## config.mk

```make
export PLATFORM = sky130hd
export DESIGN_NAME = midi_note_slot_allocator_flat
export DESIGN_NICKNAME = d
export VERILOG_FILES = /design/src/hdl/mnsa_pkg.sv /design/src/hdl/mnsa_event_if.sv /design/src/hdl/mnsa_result_if.sv /design/src/hdl/mnsa_front.sv /design/src/hdl/mnsa_queue.sv /design/src/hdl/mnsa_back.sv /design/src/hdl/midi_note_slot_allocator.sv /design/src/flat_wrapper.sv
export SDC_FILE = /design/constraint.sdc
export NUM_CORES = 1
export LEC_CHECK = 0
export BUFFER_PORTS_ARGS = -buffer_cell sky130_fd_sc_hd__buf_4
export CAP_MARGIN = 10
export CORE_MARGIN = 3
export CORE_UTILIZATION = 50
export DETAILED_ROUTE_END_ITERATION = 6
export GPL_TIMING_DRIVEN = 0
export PLACE_DENSITY = 0.68
export SYNTH_ARGS = -nofsm -noshare
export SYNTH_HDL_FRONTEND = slang
export SYNTH_SLANG_ARGS = --single-unit
```

## constraint.sdc

```tcl
create_clock -name clk -period 18.5 [get_ports clk]
set_input_delay 0.925 -clock clk [delete_from_list [all_inputs] [get_ports clk]]
set_output_delay 0.925 -clock clk [all_outputs]
set_load 0.005 [all_outputs]
```

## src/hdl/mnsa_pkg.sv

```systemverilog
`timescale 1ns / 1ps
// ----------------------------------------------------------------------------
// mnsa_pkg: shared types and constants of the note slot allocator
// Field widths, fixed table geometry, the job record that travels from the
// front end to the back end, and the note-to-lamp mapping.
// ----------------------------------------------------------------------------
package mnsa_pkg;

	localparam int NOTE_ENTRIES = 128;
	localparam int NOTE_AW      = 7;
	localparam int NOTE_W       = 7;
	localparam int NOTE_IN_W    = 8;
	localparam int VEL_W        = 7;
	localparam int DELAY_W      = 8;
	localparam int TEMPO_W      = 8;
	localparam int LAMP_W       = 7;
	localparam int ADDED_W      = 4;
	localparam int LEN_W        = 15;
	localparam int PROD_W       = DELAY_W + TEMPO_W;
	localparam int NC_W         = NOTE_AW + 1;

	localparam int Q_DEPTH      = 2;
	localparam int Q_AW         = 1;

	localparam logic [LEN_W-1:0]   END_LENGTH = 15'd3000;
	localparam logic [LEN_W-1:0]   LENGTH_MAX = 15'd32767;
	localparam logic [LAMP_W-1:0]  ALL_LAMPS  = 7'd127;
	localparam logic [ADDED_W-1:0] ADDED_MAX  = 4'd15;
	localparam logic [TEMPO_W-1:0] TEMPO_RST  = 8'd1;

	localparam logic CMD_NOTE = 1'b0;
	localparam logic CMD_END  = 1'b1;

	typedef struct packed {
		logic               is_end;
		logic               tbl_wr;
		logic [NOTE_AW-1:0] tbl_addr;
		logic               note_on;
		logic               render;
		logic [LEN_W-1:0]   length;
	} job_t;

	// note mod 7 for a 7-bit note: reciprocal estimate, then one correction
	function automatic logic [2:0] lamp_index(input logic [NOTE_W-1:0] note);
		logic [13:0] prod;
		logic [4:0]  quo;
		logic [6:0]  rem7;
		logic [3:0]  rem;
		prod = 14'(note) * 14'd73;
		quo  = prod[13:9];
		rem7 = note - (7'(quo) * 7'd7);
		rem  = rem7[3:0];
		if (rem >= 4'd7) begin
			rem = rem - 4'd7;
		end
		return rem[2:0];
	endfunction

endpackage

```

## src/hdl/mnsa_event_if.sv

```systemverilog
`timescale 1ns / 1ps
// ----------------------------------------------------------------------------
// mnsa_event_if: note event channel
// Valid/ready channel that carries one MIDI event item.
// ----------------------------------------------------------------------------
interface mnsa_event_if import mnsa_pkg::*; ();
	logic                 valid;
	logic                 ready;
	logic                 cmd;
	logic [NOTE_IN_W-1:0] note_num;
	logic [VEL_W-1:0]     velocity;
	logic [DELAY_W-1:0]   delay_units;

	modport source (output valid, cmd, note_num, velocity, delay_units, input ready);
	modport sink   (input valid, cmd, note_num, velocity, delay_units, output ready);
endinterface

```

## src/hdl/mnsa_result_if.sv

```systemverilog
`timescale 1ns / 1ps
// ----------------------------------------------------------------------------
// mnsa_result_if: render result channel
// Valid/ready channel that carries one result item.
// ----------------------------------------------------------------------------
interface mnsa_result_if import mnsa_pkg::*; ();
	logic               valid;
	logic               ready;
	logic [LAMP_W-1:0]  lamp_mask;
	logic [ADDED_W-1:0] added_notes;
	logic [LEN_W-1:0]   evt_len;

	modport source (output valid, lamp_mask, added_notes, evt_len, input ready);
	modport sink   (input valid, lamp_mask, added_notes, evt_len, output ready);
endinterface

```

## src/hdl/mnsa_front.sv

```systemverilog
`timescale 1ns / 1ps
// ----------------------------------------------------------------------------
// mnsa_front: event intake and classification
// Registers an item, scales its delay by the tempo and turns it into a job.
// ----------------------------------------------------------------------------
module mnsa_front import mnsa_pkg::*; (
	input  logic               clk,
	input  logic               arst_n,
	mnsa_event_if.sink         events,
	input  logic [TEMPO_W-1:0] tempo_factor,
	output job_t               push_job,
	output logic               push_valid,
	input  logic               push_ready
);

	logic                 v_s1;
	logic                 cmd_s1;
	logic [NOTE_IN_W-1:0] note_s1;
	logic [VEL_W-1:0]     vel_s1;
	logic [DELAY_W-1:0]   delay_s1;
	logic [PROD_W-1:0]    product;

	assign events.ready = !v_s1 || push_ready;

	always_ff @(posedge clk or negedge arst_n) begin
		if (!arst_n) begin
			v_s1 <= 1'b0;
		end else if (events.ready) begin
			v_s1 <= events.valid;
		end
	end

	always_ff @(posedge clk) begin
		if (events.valid && events.ready) begin
			cmd_s1   <= events.cmd;
			note_s1  <= events.note_num;
			vel_s1   <= events.velocity;
			delay_s1 <= events.delay_units;
		end
	end

	assign product = PROD_W'(delay_s1) * PROD_W'(tempo_factor);

	always_comb begin
		push_job.is_end   = (cmd_s1 == CMD_END);
		push_job.tbl_wr   = (note_s1 != '0) && !note_s1[NOTE_IN_W-1];
		push_job.tbl_addr = NOTE_AW'(note_s1 - NOTE_IN_W'(1));
		push_job.note_on  = (vel_s1 != '0);
		push_job.render   = (product != '0);
		if (cmd_s1 == CMD_END) begin
			push_job.length = END_LENGTH;
		end else if (product > PROD_W'(LENGTH_MAX)) begin
			push_job.length = LENGTH_MAX;
		end else begin
			push_job.length = product[LEN_W-1:0];
		end
	end

	assign push_valid = v_s1;

endmodule

```

## src/hdl/mnsa_queue.sv

```systemverilog
`timescale 1ns / 1ps
// ----------------------------------------------------------------------------
// mnsa_queue: job queue
// Short first-in first-out buffer between the front end and the back end.
// ----------------------------------------------------------------------------
module mnsa_queue import mnsa_pkg::*; (
	input  logic clk,
	input  logic arst_n,
	input  job_t push_job,
	input  logic push_valid,
	output logic push_ready,
	output job_t pop_job,
	output logic pop_valid,
	input  logic pop_ready
);

	job_t            entry_q [Q_DEPTH];
	logic [Q_AW-1:0] wr_q;
	logic [Q_AW-1:0] rd_q;
	logic [Q_AW:0]   cnt_q;
	logic            do_push;
	logic            do_pop;

	assign push_ready = (cnt_q != (Q_AW+1)'(Q_DEPTH));
	assign pop_valid  = (cnt_q != '0);
	assign pop_job    = entry_q[rd_q];
	assign do_push    = push_valid && push_ready;
	assign do_pop     = pop_valid && pop_ready;

	always_ff @(posedge clk or negedge arst_n) begin
		if (!arst_n) begin
			wr_q  <= '0;
			rd_q  <= '0;
			cnt_q <= '0;
		end else begin
			if (do_push) begin
				wr_q <= wr_q + 1'b1;
			end
			if (do_pop) begin
				rd_q <= rd_q + 1'b1;
			end
			if (do_push && !do_pop) begin
				cnt_q <= cnt_q + 1'b1;
			end else if (do_pop && !do_push) begin
				cnt_q <= cnt_q - 1'b1;
			end
		end
	end

	always_ff @(posedge clk) begin
		if (do_push) begin
			entry_q[wr_q] <= push_job;
		end
	end

endmodule

```

## src/hdl/mnsa_back.sv

```systemverilog
`timescale 1ns / 1ps
// ----------------------------------------------------------------------------
// mnsa_back: job execution
// Updates the note table (or clears both stores on an end command), runs the
// free/scan/lamp passes of a render and holds the result in an output register.
// ----------------------------------------------------------------------------
module mnsa_back import mnsa_pkg::*; #(
	parameter int SLOT_COUNT = 8
) (
	input  logic          clk,
	input  logic          arst_n,
	input  job_t          pop_job,
	input  logic          pop_valid,
	output logic          pop_ready,
	mnsa_result_if.source results
);

	localparam int SCW = $clog2(SLOT_COUNT + 1);
	localparam int SIW = (SLOT_COUNT > 1) ? $clog2(SLOT_COUNT) : 1;

	typedef enum logic [5:0] {
		ST_IDLE  = 6'b000001,
		ST_WRITE = 6'b000010,
		ST_FREE  = 6'b000100,
		ST_SCAN  = 6'b001000,
		ST_LAMP  = 6'b010000,
		ST_DONE  = 6'b100000
	} state_t;

	state_t              state_q;
	job_t                job_q;
	logic [NOTE_W-1:0]   slot_q [SLOT_COUNT];
	logic [SCW-1:0]      sc_q;
	logic [NC_W-1:0]     nc_q;
	logic [LAMP_W-1:0]   lamp_q;
	logic [ADDED_W-1:0]  added_q;

	logic                note_mem [NOTE_ENTRIES];
	logic [NOTE_ENTRIES-1:0] valid_q;
	logic [NOTE_AW-1:0]  rd_addr;
	logic                mem_rd_s1;
	logic                vld_rd_s1;
	logic                sounding_s1;
	logic                v_s1;
	logic [SIW-1:0]      slot_s1;
	logic [NOTE_W-1:0]   note_s1;

	logic [SIW-1:0]      sc_idx;
	logic                held;
	logic                any_free;
	logic [SIW-1:0]      free_idx;
	logic                tbl_write;

	logic                out_v_q;
	logic [LAMP_W-1:0]   out_lamp_q;
	logic [ADDED_W-1:0]  out_added_q;
	logic [LEN_W-1:0]    out_len_q;

	assign pop_ready   = (state_q == ST_IDLE);
	assign sc_idx      = (sc_q < SCW'(SLOT_COUNT)) ? sc_q[SIW-1:0] : '0;
	assign sounding_s1 = mem_rd_s1 && vld_rd_s1;
	assign tbl_write   = (state_q == ST_WRITE) && job_q.tbl_wr;

	always_comb begin
		case (state_q)
			ST_FREE: rd_addr = slot_q[sc_idx] - NOTE_W'(1);
			ST_SCAN: rd_addr = nc_q[NOTE_AW-1:0] - NOTE_AW'(1);
			default: rd_addr = '0;
		endcase
	end

	// held check and lowest free slot against the live slot contents
	always_comb begin
		held     = 1'b0;
		any_free = 1'b0;
		free_idx = '0;
		for (int i = SLOT_COUNT - 1; i >= 0; i--) begin
			if (slot_q[i] == note_s1) begin
				held = 1'b1;
			end
			if (slot_q[i] == '0) begin
				any_free = 1'b1;
				free_idx = SIW'(i);
			end
		end
	end

	always_ff @(posedge clk) begin
		if (tbl_write) begin
			note_mem[job_q.tbl_addr] <= job_q.note_on;
		end
		mem_rd_s1 <= note_mem[rd_addr];
	end

	always_ff @(posedge clk or negedge arst_n) begin
		if (!arst_n) begin
			state_q   <= ST_IDLE;
			valid_q   <= '0;
			vld_rd_s1 <= 1'b0;
			v_s1      <= 1'b0;
			slot_s1   <= '0;
			note_s1   <= '0;
			sc_q      <= '0;
			nc_q      <= '0;
			lamp_q    <= '0;
			added_q   <= '0;
			out_v_q   <= 1'b0;
			for (int i = 0; i < SLOT_COUNT; i++) begin
				slot_q[i] <= '0;
			end
		end else begin
			vld_rd_s1 <= valid_q[rd_addr];
			v_s1      <= 1'b0;
			if (tbl_write) begin
				valid_q[job_q.tbl_addr] <= 1'b1;
			end
			if (results.ready) begin
				out_v_q <= 1'b0;
			end
			case (state_q)
				ST_IDLE: begin
					if (pop_valid) begin
						if (pop_job.is_end) begin
							valid_q <= '0;
							for (int i = 0; i < SLOT_COUNT; i++) begin
								slot_q[i] <= '0;
							end
							lamp_q  <= ALL_LAMPS;
							added_q <= '0;
							state_q <= ST_DONE;
						end else begin
							state_q <= ST_WRITE;
						end
					end
				end
				ST_WRITE: begin
					sc_q    <= '0;
					added_q <= '0;
					state_q <= job_q.render ? ST_FREE : ST_IDLE;
				end
				ST_FREE: begin
					// issue one slot lookup per cycle, drop silent notes in the cycle after
					if (sc_q < SCW'(SLOT_COUNT)) begin
						v_s1    <= 1'b1;
						slot_s1 <= sc_idx;
						sc_q    <= sc_q + 1'b1;
					end else if (!v_s1) begin
						nc_q    <= NC_W'(1);
						state_q <= ST_SCAN;
					end
					if (v_s1 && slot_q[slot_s1] != '0 && !sounding_s1) begin
						slot_q[slot_s1] <= '0;
					end
				end
				ST_SCAN: begin
					if (!nc_q[NC_W-1]) begin
						v_s1    <= 1'b1;
						note_s1 <= nc_q[NOTE_AW-1:0];
						nc_q    <= nc_q + 1'b1;
					end else if (!v_s1) begin
						sc_q    <= '0;
						lamp_q  <= '0;
						state_q <= ST_LAMP;
					end
					if (v_s1 && sounding_s1 && !held && any_free) begin
						slot_q[free_idx] <= note_s1;
						if (added_q != ADDED_MAX) begin
							added_q <= added_q + 1'b1;
						end
					end
				end
				ST_LAMP: begin
					if (sc_q < SCW'(SLOT_COUNT)) begin
						if (slot_q[sc_idx] != '0) begin
							lamp_q <= lamp_q | (LAMP_W'(1) << lamp_index(slot_q[sc_idx]));
						end
						sc_q <= sc_q + 1'b1;
					end else begin
						state_q <= ST_DONE;
					end
				end
				ST_DONE: begin
					if (!out_v_q || results.ready) begin
						out_v_q <= 1'b1;
						state_q <= ST_IDLE;
					end
				end
				default: begin
					state_q <= ST_IDLE;
				end
			endcase
		end
	end

	always_ff @(posedge clk) begin
		if (state_q == ST_IDLE && pop_valid) begin
			job_q <= pop_job;
		end
		if (state_q == ST_DONE && (!out_v_q || results.ready)) begin
			out_lamp_q  <= lamp_q;
			out_added_q <= added_q;
			out_len_q   <= job_q.length;
		end
	end

	assign results.valid       = out_v_q;
	assign results.lamp_mask   = out_lamp_q;
	assign results.added_notes = out_added_q;
	assign results.evt_len     = out_len_q;

endmodule

```

## src/hdl/midi_note_slot_allocator.sv

```systemverilog
`timescale 1ns / 1ps
// ----------------------------------------------------------------------------
// midi_note_slot_allocator: polyphonic voice allocator for MIDI note events
// Keeps a per-note on/off table and a small set of voice slots, and reports
// a lamp mask, the count of newly placed notes and the event length.
// ----------------------------------------------------------------------------
// Usage: each event item carries a command (note or end of song), a note
// number, a velocity and a delay. A note event with note 1..127 records
// whether that note sounds (nonzero velocity); other note numbers leave the
// table alone. When delay_units times tempo_factor is nonzero, a render runs
// and returns one result item: slots whose note went silent are freed, then
// notes 1..127 are scanned in ascending order and each sounding note without
// a slot takes the lowest free slot (dropped if none is free). The result
// carries added_notes, lamp_mask (bit k set when an occupied slot holds a
// note with note mod 7 equal to k) and evt_len (product saturated at
// 32767). A zero product updates the table and returns nothing. An end
// command empties both stores and returns all lamps lit, zero added and
// length 3000. The front end registers an item and queues it as a job;
// the back end runs a render as a slot pass, a 127-note scan at one table
// read per cycle and a lamp pass, and handles a table-only event or an end
// command without these passes. The single-port note table read is what
// sets the scan length. Two jobs can wait in the queue and a finished
// result sits in an output register, so intake continues while a render
// runs or a result is stalled.
// tempo_factor is written through cfg_wr_en/cfg_wr_data and resets to 1;
// write it only while the block is idle.
// ----------------------------------------------------------------------------
module midi_note_slot_allocator import mnsa_pkg::*; #(
	parameter int SLOT_COUNT = 8
) (
	input  logic               clk,
	input  logic               arst_n,
	mnsa_event_if.sink         events,
	mnsa_result_if.source      results,
	input  logic               cfg_wr_en,
	input  logic [TEMPO_W-1:0] cfg_wr_data
);

	logic [TEMPO_W-1:0] tempo_q;
	job_t               push_job;
	logic               push_valid;
	logic               push_ready;
	job_t               pop_job;
	logic               pop_valid;
	logic               pop_ready;

	// hold the tempo register; the user must write it only while idle, the block does not enforce this
	always_ff @(posedge clk or negedge arst_n) begin
		if (!arst_n) begin
			tempo_q <= TEMPO_RST;
		end else if (cfg_wr_en) begin
			tempo_q <= cfg_wr_data;
		end
	end

	// front end: register the item, scale the delay, classify into a job
	mnsa_front u_front (
		.clk          (clk),
		.arst_n       (arst_n),
		.events       (events),
		.tempo_factor (tempo_q),
		.push_job     (push_job),
		.push_valid   (push_valid),
		.push_ready   (push_ready)
	);

	// decouple intake from execution
	mnsa_queue u_queue (
		.clk        (clk),
		.arst_n     (arst_n),
		.push_job   (push_job),
		.push_valid (push_valid),
		.push_ready (push_ready),
		.pop_job    (pop_job),
		.pop_valid  (pop_valid),
		.pop_ready  (pop_ready)
	);

	// back end: table update, render passes, result register
	mnsa_back #(
		.SLOT_COUNT (SLOT_COUNT)
	) u_back (
		.clk       (clk),
		.arst_n    (arst_n),
		.pop_job   (pop_job),
		.pop_valid (pop_valid),
		.pop_ready (pop_ready),
		.results   (results)
	);

endmodule

```

## src/flat_wrapper.sv

```systemverilog
// flat-port wrapper written by rule: the top's interface ports become plain ports
module midi_note_slot_allocator_flat import mnsa_pkg::*;
#(
	parameter int SLOT_COUNT = 8
)
  (clk, arst_n, cfg_wr_en, cfg_wr_data, events_valid, events_cmd, events_note_num, events_velocity, events_delay_units, events_ready, results_valid, results_lamp_mask, results_added_notes, results_evt_len, results_ready);
  mnsa_event_if events_i ();
  mnsa_result_if results_i ();
  input  logic clk;
  input  logic arst_n;
  input  logic cfg_wr_en;
  input  logic [TEMPO_W-1:0] cfg_wr_data;
  input wire logic [$bits(events_i.valid)-1:0] events_valid;
  input wire logic [$bits(events_i.cmd)-1:0] events_cmd;
  input wire logic [$bits(events_i.note_num)-1:0] events_note_num;
  input wire logic [$bits(events_i.velocity)-1:0] events_velocity;
  input wire logic [$bits(events_i.delay_units)-1:0] events_delay_units;
  output wire logic [$bits(events_i.ready)-1:0] events_ready;
  output wire logic [$bits(results_i.valid)-1:0] results_valid;
  output wire logic [$bits(results_i.lamp_mask)-1:0] results_lamp_mask;
  output wire logic [$bits(results_i.added_notes)-1:0] results_added_notes;
  output wire logic [$bits(results_i.evt_len)-1:0] results_evt_len;
  input wire logic [$bits(results_i.ready)-1:0] results_ready;
  assign events_i.valid = events_valid;
  assign events_i.cmd = events_cmd;
  assign events_i.note_num = events_note_num;
  assign events_i.velocity = events_velocity;
  assign events_i.delay_units = events_delay_units;
  assign events_ready = events_i.ready;
  assign results_valid = results_i.valid;
  assign results_lamp_mask = results_i.lamp_mask;
  assign results_added_notes = results_i.added_notes;
  assign results_evt_len = results_i.evt_len;
  assign results_i.ready = results_ready;
  midi_note_slot_allocator #(.SLOT_COUNT(SLOT_COUNT)) u_core (.clk(clk), .arst_n(arst_n), .events(events_i), .results(results_i), .cfg_wr_en(cfg_wr_en), .cfg_wr_data(cfg_wr_data));
endmodule
```

==> results.md, run 1 <==
- Initial DRC count: between 1,500 and 2,000
- Initial core utilization: 0.5097
- Setup ws final: roughly 10 ns
- Worst Path Arrival: 8.67 ns
- Cts hold-fix bufs: 0
- Fmax: 122.3 MHz
- CP dominant cell by count: ha_1
- Leading area contributor after synthesis: edfxtp_1
- Worst-case vdd ir drop: about 0.14 mV
- Die width: approximately 230 microns
- Layout cells sized above 1: 0.1126
- TritonCTS clock tree: built
- Vias in the first global route: 18,450
- Buffers on Ports: 63
- Dpl ws: ~10 ns
- Via density: between 6 and 7
- Number of antenna violations at the first check in global routing: 0
- # setup viols final: 0
- Top-area cell type share of the netlist area: 0.3050
- Crit path capture type: flop
- Critical setup path kind: flop to flop
- Net Count, Synth: around 2,300
- Core box area: between 0.04 and 0.05 sq mm
- Finished Core Util: 0.5766
- Die Span Y: 230.1 microns
- Async set-reset flop share out of synthesis: 0.4828
- Gr usage total: 0.2533
- Clk_lat worst skew: a little over 0.6 ns
- Max FO, Critical Path: 10
- I/O Pins: 65
- Inserted Clock Buffers: 53
- Overall power: 4696 uW
- HP Class: input port to async pin
- Sum of negative setup slack: 0 ns
- Synthesized area per cell: 11.51 sq um
- Post-CTS setup buffer count: 0
- Total of max-cap violations: 0
- Worst slew margin: 0.07341
- WP data required: 19.00 ns
- DRC: 0
- Largest net degree at the start of global routing: 90
- ANT cells: 0
- Worst-path clk slew: ~0.06 ns
- Synth Instances: 2,182
- First-pass GRT wire length: 104.9 mm
- Routed len/inst: around 22 microns
- Syn. warnings: 0
- Worst Tran Pin Value: approximately 1.4 ns
- Final Routed Wirelength: between 60 and 70 mm
- Sw Pwr: 1946 uW
- DR pass1 iterations: 6
- TritonCTS Sinks: 495
- P&R area growth vs syn: 13.12%
- Pint: between 2000 and 3000 uW
- Routed vias: 18,380
- CP max stage cell: dfrtp_1
- Crit start category: flop
- Combinational share of power: 0.476
- Gpl congestion: roughly 0.97
- H-tree depth: 2
- Grt total ovfl: 0
- Switching Share: 0.4144
- Reg-to-reg slack, setup: roughly 10 ns
- Final HPWL DP: around 47 mm
- Seq cells post-synth: between 400 and 500
- Share of power burned in the clock network: 0.226
- CTS root buffer: clkbuf_16
- Sequential group share of total power: 0.298
- Final Hold Vio Count: 0
- Crit path time final: ~8 ns
- Post-cts sizing count: 0
- Die area: 0.05293 sq mm
- Power per cell area: between 150 and 200 mW/mm^2
- Most used DFF post-synth: edfxtp_1
- Post-synthesis sequential area ratio: 0.5441
- Leading post-synthesis cells by cell area: edfxtp_1 (31%), dfrtp_1 (24%), o21a_1 (3.9%)
- EDFF count, synth: between 200 and 300
- Pins Over Slew Limit: 0
- Floorplan row count: 81
- Post-layout nets: roughly 2,500
- Max incr delay on CP: 0.52 ns
- Max clock buf depth: 3
- Unrepaired setup endpoints after global routing: false
- Post-route ant nets: 0
- Non-Filler Instances: about 3,000
- Leakage: approximately 0.012 uW
- Synthesized cell area: between 0.02 and 0.03 sq mm
- Final period util: 0.4420
- Clock skew: 0.02569 ns
- Synth cell types: between 100 and 150
- Status: completed
- Cell Count Post-Placement: ~2,900
-- registers in the layout, summed over array words and instances (netlist names), 2 cells and up --
signal / cells
u_core.tempo_q: 8
u_core.u_back.results.added_notes: 4
u_core.u_back.note_mem: 128
u_core.u_queue.cnt_q: 2
u_core.u_back.valid_q: 128
u_core.u_back.results.evt_len: 15
u_core.u_back.sc_q: 4
u_core.u_back.state_q: 6
u_core.u_back.job_q: 25
u_core.u_back.results.lamp_mask: 7
u_core.u_back.slot_s1: 3
u_core.u_back.added_q: 4
u_core.u_back.note_s1: 7
u_core.u_front.delay_s1: 8
u_core.u_front.vel_s1: 7
u_core.u_front.note_s1: 8
u_core.u_queue.entry_q: 52
u_core.u_back.slot_q: 56
u_core.u_back.lamp_q: 7
u_core.u_back.nc_q: 8
-- cells by family after synthesis --
logic type      share of synthesized area
compound gates                     0.1472
xor+xnor                          0.03748
fa+ha+maj                         0.06369
buf+inv                           0.03359
flops                              0.5441
mux                               0.04799
simple gates                       0.1259
-- power by group through the flow --
stage / registers [uW] / clock network, uW / logic [uW]
after CTS: 1400 / 1080 / 2190
after global routing: 1410 / 1120 / 2430
after detailed placement: 1420 / 0 / 2180
after floorplan: 1400 / 0 / 1550
after global placement: 1430 / 0 / 2100
final: 1400 / 1060 / 2230
-- synthesized netlist by cell type (5+ instances only) --
cell type,instances
o211ai_1,11
edfxtp_1,255
o21ai_0,55
o21ai_1,7
nand4_1,17
o22ai_1,51
a21o_1,7
a32oi_1,6
and2_1,54
a22o_1,61
mux2i_1,45
a31oi_1,15
nor3b_1,7
xnor2_1,49
or4_1,10
buf_1,8
dfrtp_1,237
or3_1,6
o21a_1,131
a21oi_1,57
nor4_1,25
a211oi_1,14
and3_1,10
buf_6,5
a211o_1,8
mux4_2,7
nand3_1,53
nand2_1,168
buf_2,18
o21bai_1,7
inv_1,92
nand3b_1,11
fa_1,38
nor2b_1,13
o221ai_1,21
nor2_1,215
a221oi_1,7
nand2b_1,14
mux2_2,49
ha_1,67
clkbuf_1,77
nor3_1,35
xor2_1,49
-- final timing paths --
check                                       startpoint                          endpoint  cells past startpoint
min in group clk                u_core.u_back.job_q[0]  u_core.u_back.results.evt_len[0]                      0
worst min-delay path                            arst_n          u_core.u_back.slot_q[27]                      1
worst max register to register   u_core.u_back.sc_q[0]           u_core.u_back.lamp_q[4]                     32
max in group asynchronous                       arst_n                 u_core.tempo_q[0]                      2
worst min register to register  u_core.u_back.job_q[0]  u_core.u_back.results.evt_len[0]                      0
worst max-delay path             u_core.u_back.sc_q[0]           u_core.u_back.lamp_q[4]                     32
-- area by class of cell --
type	count	area [sq um]
Fill cell	4056	20860
Sequential cell	495	13660
Multi-Input combinational cell	1482	10610
Clock buffer	76	1504
Tap cell	664	830.8
Timing Repair Buffer	72	715.7
Buffer	111	488.0
Inverter	94	355.3
Clock inverter	24	237.7
-- through the flow --
stage	area, sq um	hold slack [ns]
2_1_floorplan	25110	0.4003
4_1_cts	28380	0.2673
6_report	28400	0.2670
3_3_place_gp	26410	0.4054
5_1_grt	28400	0.2959
3_5_place_dp	26640	0.4119
-- per-layer routing --
metal,part of all wire,wire length (microns),global-route usage,vias up
li1,-,-,-,8265
met1,0.41,27690,0.3385,9125
met2,0.46,31240,0.4041,828
met3,0.087,5879,0.05922,166
met4,0.036,2454,0.09723,0
met5,0,0,0,-
-- critical path: cells and delay by family (launching register included) --
kind	cells	cell delay, ns
fa+ha+maj	5	1.83
compound gates	7	1.69
xor+xnor	6	1.33
simple gates	7	1.31
buf+inv	6	1.08
flops	1	0.52
mux	1	0.26
-- placed cells by master (no fill, tap or decap), types with 38 or more instances in the layout --
master and count:
o21ai_0 55, mux2i_1 45, nand3_1 53, buf_4 65
fa_1 38, nor2_1 214, clkbuf_16 54, mux2_2 49
nand2_1 168, inv_1 92, xor2_1 49, xnor2_1 49
clkbuf_1 92, o22ai_1 51, edfxtp_1 255, dfrtp_1 237
and2_1 54, a22o_1 61, o21a_1 131, a21oi_1 57
ha_1 67
(Power assumes the default switching activity.)
==> run 2, diff against run 1 <==
==> constraint.sdc (replaced) <==
create_clock -name clk -period 7.7 [get_ports clk]
set_input_delay 0.385 -clock clk [delete_from_list [all_inputs] [get_ports clk]]
set_output_delay 0.385 -clock clk [all_outputs]
set_load 0.005 [all_outputs]
==> run 2 against run 1 <==
Effect of this change: first-iteration DRC count grew 2.2%; clock skew grew 0.0033 ns; utilization grew 1.1 points; die area unchanged; worst hold slack got worse by 0.24 ns; flip-flop and latch count unchanged; clock power is 140% higher; design area rose by 2.0%; critical path depth stayed put; count of clock-buffer cells in the layout did not move; via count up 1.3%; maximum frequency is 9.7% higher; critical path type unchanged; largest power group unchanged; highest routed layer unchanged.
==> results.md, run 2 (synthesized netlist as in run 1, its figures left out) <==
- HP Class: input port to flop
- Clock skew: 0.02895 ns (+0.003256 ns)
- Critical setup path kind: flop to flop
- Layout cells sized above 1: 0.1231 (+0.01050)
- Crit path capture type: flop
- Buffers on Ports: 63 (unchanged)
- Max FO, Critical Path: 10 (unchanged)
- Final Hold Vio Count: 0 (unchanged)
- Setup ws final: 0.2484 ns (-10.07 ns)
- Floorplan row count: 81 (unchanged)
- Worst Tran Pin Value: 1.355 ns (-0.03066 ns)
- ANT cells: 0 (unchanged)
- Number of antenna violations at the first check in global routing: 0 (unchanged)
- Crit start category: flop
- Grt total ovfl: 0 (unchanged)
- Die width: 230.1 microns (unchanged)
- First-pass GRT wire length: 105.9 mm (+0.93%)
- I/O Pins: 65 (unchanged)
- Via density: 6.082 (-0.15%)
- TritonCTS clock tree: built
- Routed vias: 18,620 (+1.3%)
- Largest net degree at the start of global routing: 90 (unchanged)
- Inserted Clock Buffers: 53 (unchanged)
- Initial core utilization: 0.5097 (unchanged)
- CP max stage cell: or4_1
- CP top delay family: adder cells
- Routed len/inst: 22.27 microns (about the same)
- Post-layout nets: 2,494 (+1.8%)
- Dpl ws: -0.3579 ns (-10.80 ns)
- Core box area: 0.04925 sq mm (unchanged)
- Most frequent cells in the layout: edfxtp_1 (255), dfrtp_1 (236), nor2_1 (214)
- Crit path time final: 7.452 ns (-0.7260 ns)
- TritonCTS Sinks: 495 (unchanged)
- # setup viols final: 0 (unchanged)
- P&R area growth vs syn: 15.34%
- Pins Over Slew Limit: 0 (unchanged)
- DR pass1 iterations: 5 (-1)
- Leakage: 0.01180 uW (+1.9%)
- Max clock buf depth: 3 (unchanged)
- H-tree depth: 2 (unchanged)
- Die area: 0.05293 sq mm (unchanged)
- Initial DRC count: 1,856 (+2.2%)
- Power per cell area: 393.1 mW/mm^2 (+140%)
- Final Routed Wirelength: 68.17 mm (+1.3%)
- Fmax: 134.2 MHz (+9.7%)
- Final HPWL DP: 47.12 mm (unchanged)
- CTS root buffer: clkbuf_16
- Status: completed
- Clk_lat worst skew: 0.62 ns (about the same)
- CP dominant cell by count: ha_1
- Post-route ant nets: 0 (unchanged)
- Worst-case vdd ir drop: 0.3297 mV (+140%)
- Largest registers: u_core.u_back.note_mem: 128 flops, u_core.u_back.valid_q: 128 flops, u_core.u_back.slot_q: 56 flops
- DRC: 0 (unchanged)
- Gpl congestion: 0.9656 (unchanged)
- Worst slew margin: 0.09392 (+0.02051)
- Finished Core Util: 0.5879 (+0.01133)
- Vias in the first global route: 18,640 (+1.0%)
- Most common cell after layout, fill and taps aside: edfxtp_1
- Gr usage total: 0.2556 (+0.002251)
- Die Span Y: 230.1 microns (unchanged)
- WP data required: 8.20 ns (-10.80 ns)
- Worst-path clk slew: 0.06 ns (about the same)
- Final period util: 0.9677 (+0.5257)
- Max incr delay on CP: 0.48 ns (-0.04 ns)
- Total of max-cap violations: 0 (unchanged)
- Worst Path Arrival: 7.95 ns (-0.72 ns)
- WP buf/inv: 6 (unchanged)
-- run 2: stage by stage --
stage | total power [uW] | TNS, ns | instances | hold WS, ns | area (sq um)
after floorplan | 7096 | 0 | 2182 | 0.08941 | 25110
after global placement | 8485 | -1.379 | 2909 | 0.4054 | 26410
after detailed placement | 8645 | -2.031 | 2917 | 0.3897 | 26640
after CTS | 11250 | 0 | 3051 | 0.02077 | 28740
after global routing | 12030 | -0.1517 | 3061 | 0.03081 | 28960
final | 11380 | 0 | 3061 | 0.03104 | 28960
-- run 2: cell type report --
type                       instances  area [sq um]
clock buffer                      76          1504
fill                            3978         20300
tap                              664         830.8
timing repair buffer             115          1121
buffer                           111         494.2
sequential                       495         13660
clock inverter                    24         237.7
multi-input combinational       1482         10750
inverter                          94         355.3
-- run 2: worst paths after layout --
check | endpoint | cells past startpoint | slack (ns) | from
min in group asynchronous | u_core.u_back.slot_q[27] | 2 | 0.33 | arst_n
max | u_core.u_back.lamp_q[4] | 32 | 0.25 | u_core.u_back.sc_q[0]
min reg2reg | u_core.u_back.results.evt_len[0] | 0 | 0.43 | u_core.u_back.job_q[0]
max in group asynchronous | u_core.tempo_q[0] | 3 | 6.45 | arst_n
max reg2reg | u_core.u_back.lamp_q[4] | 32 | 0.25 | u_core.u_back.sc_q[0]
min | u_core.u_front.push_valid | 2 | 0.03 | events_valid
-- run 2: report_power, final --
part	switching, uW	internal, uW
registers	142	3220
logic	3490	1980
clock network	1080	1470
total	4720	6670
-- run 2: per-layer routing --
metal,vias up,GRT usage,part of all wire
li1,8346,-,-
met1,9229,0.3411,0.41
met2,851,0.4102,0.47
met3,192,0.05810,0.085
met4,0,0.09645,0.039
met5,-,0,0
-- run 2: timing repair --
item,4_1_cts,5_1_grt
pin swaps,1,5
hold buffers,33,0
setup buffers,1,9
setup endpoints to repair,7,7
hold endpoints to repair,102,0
gates resized for setup,5,27
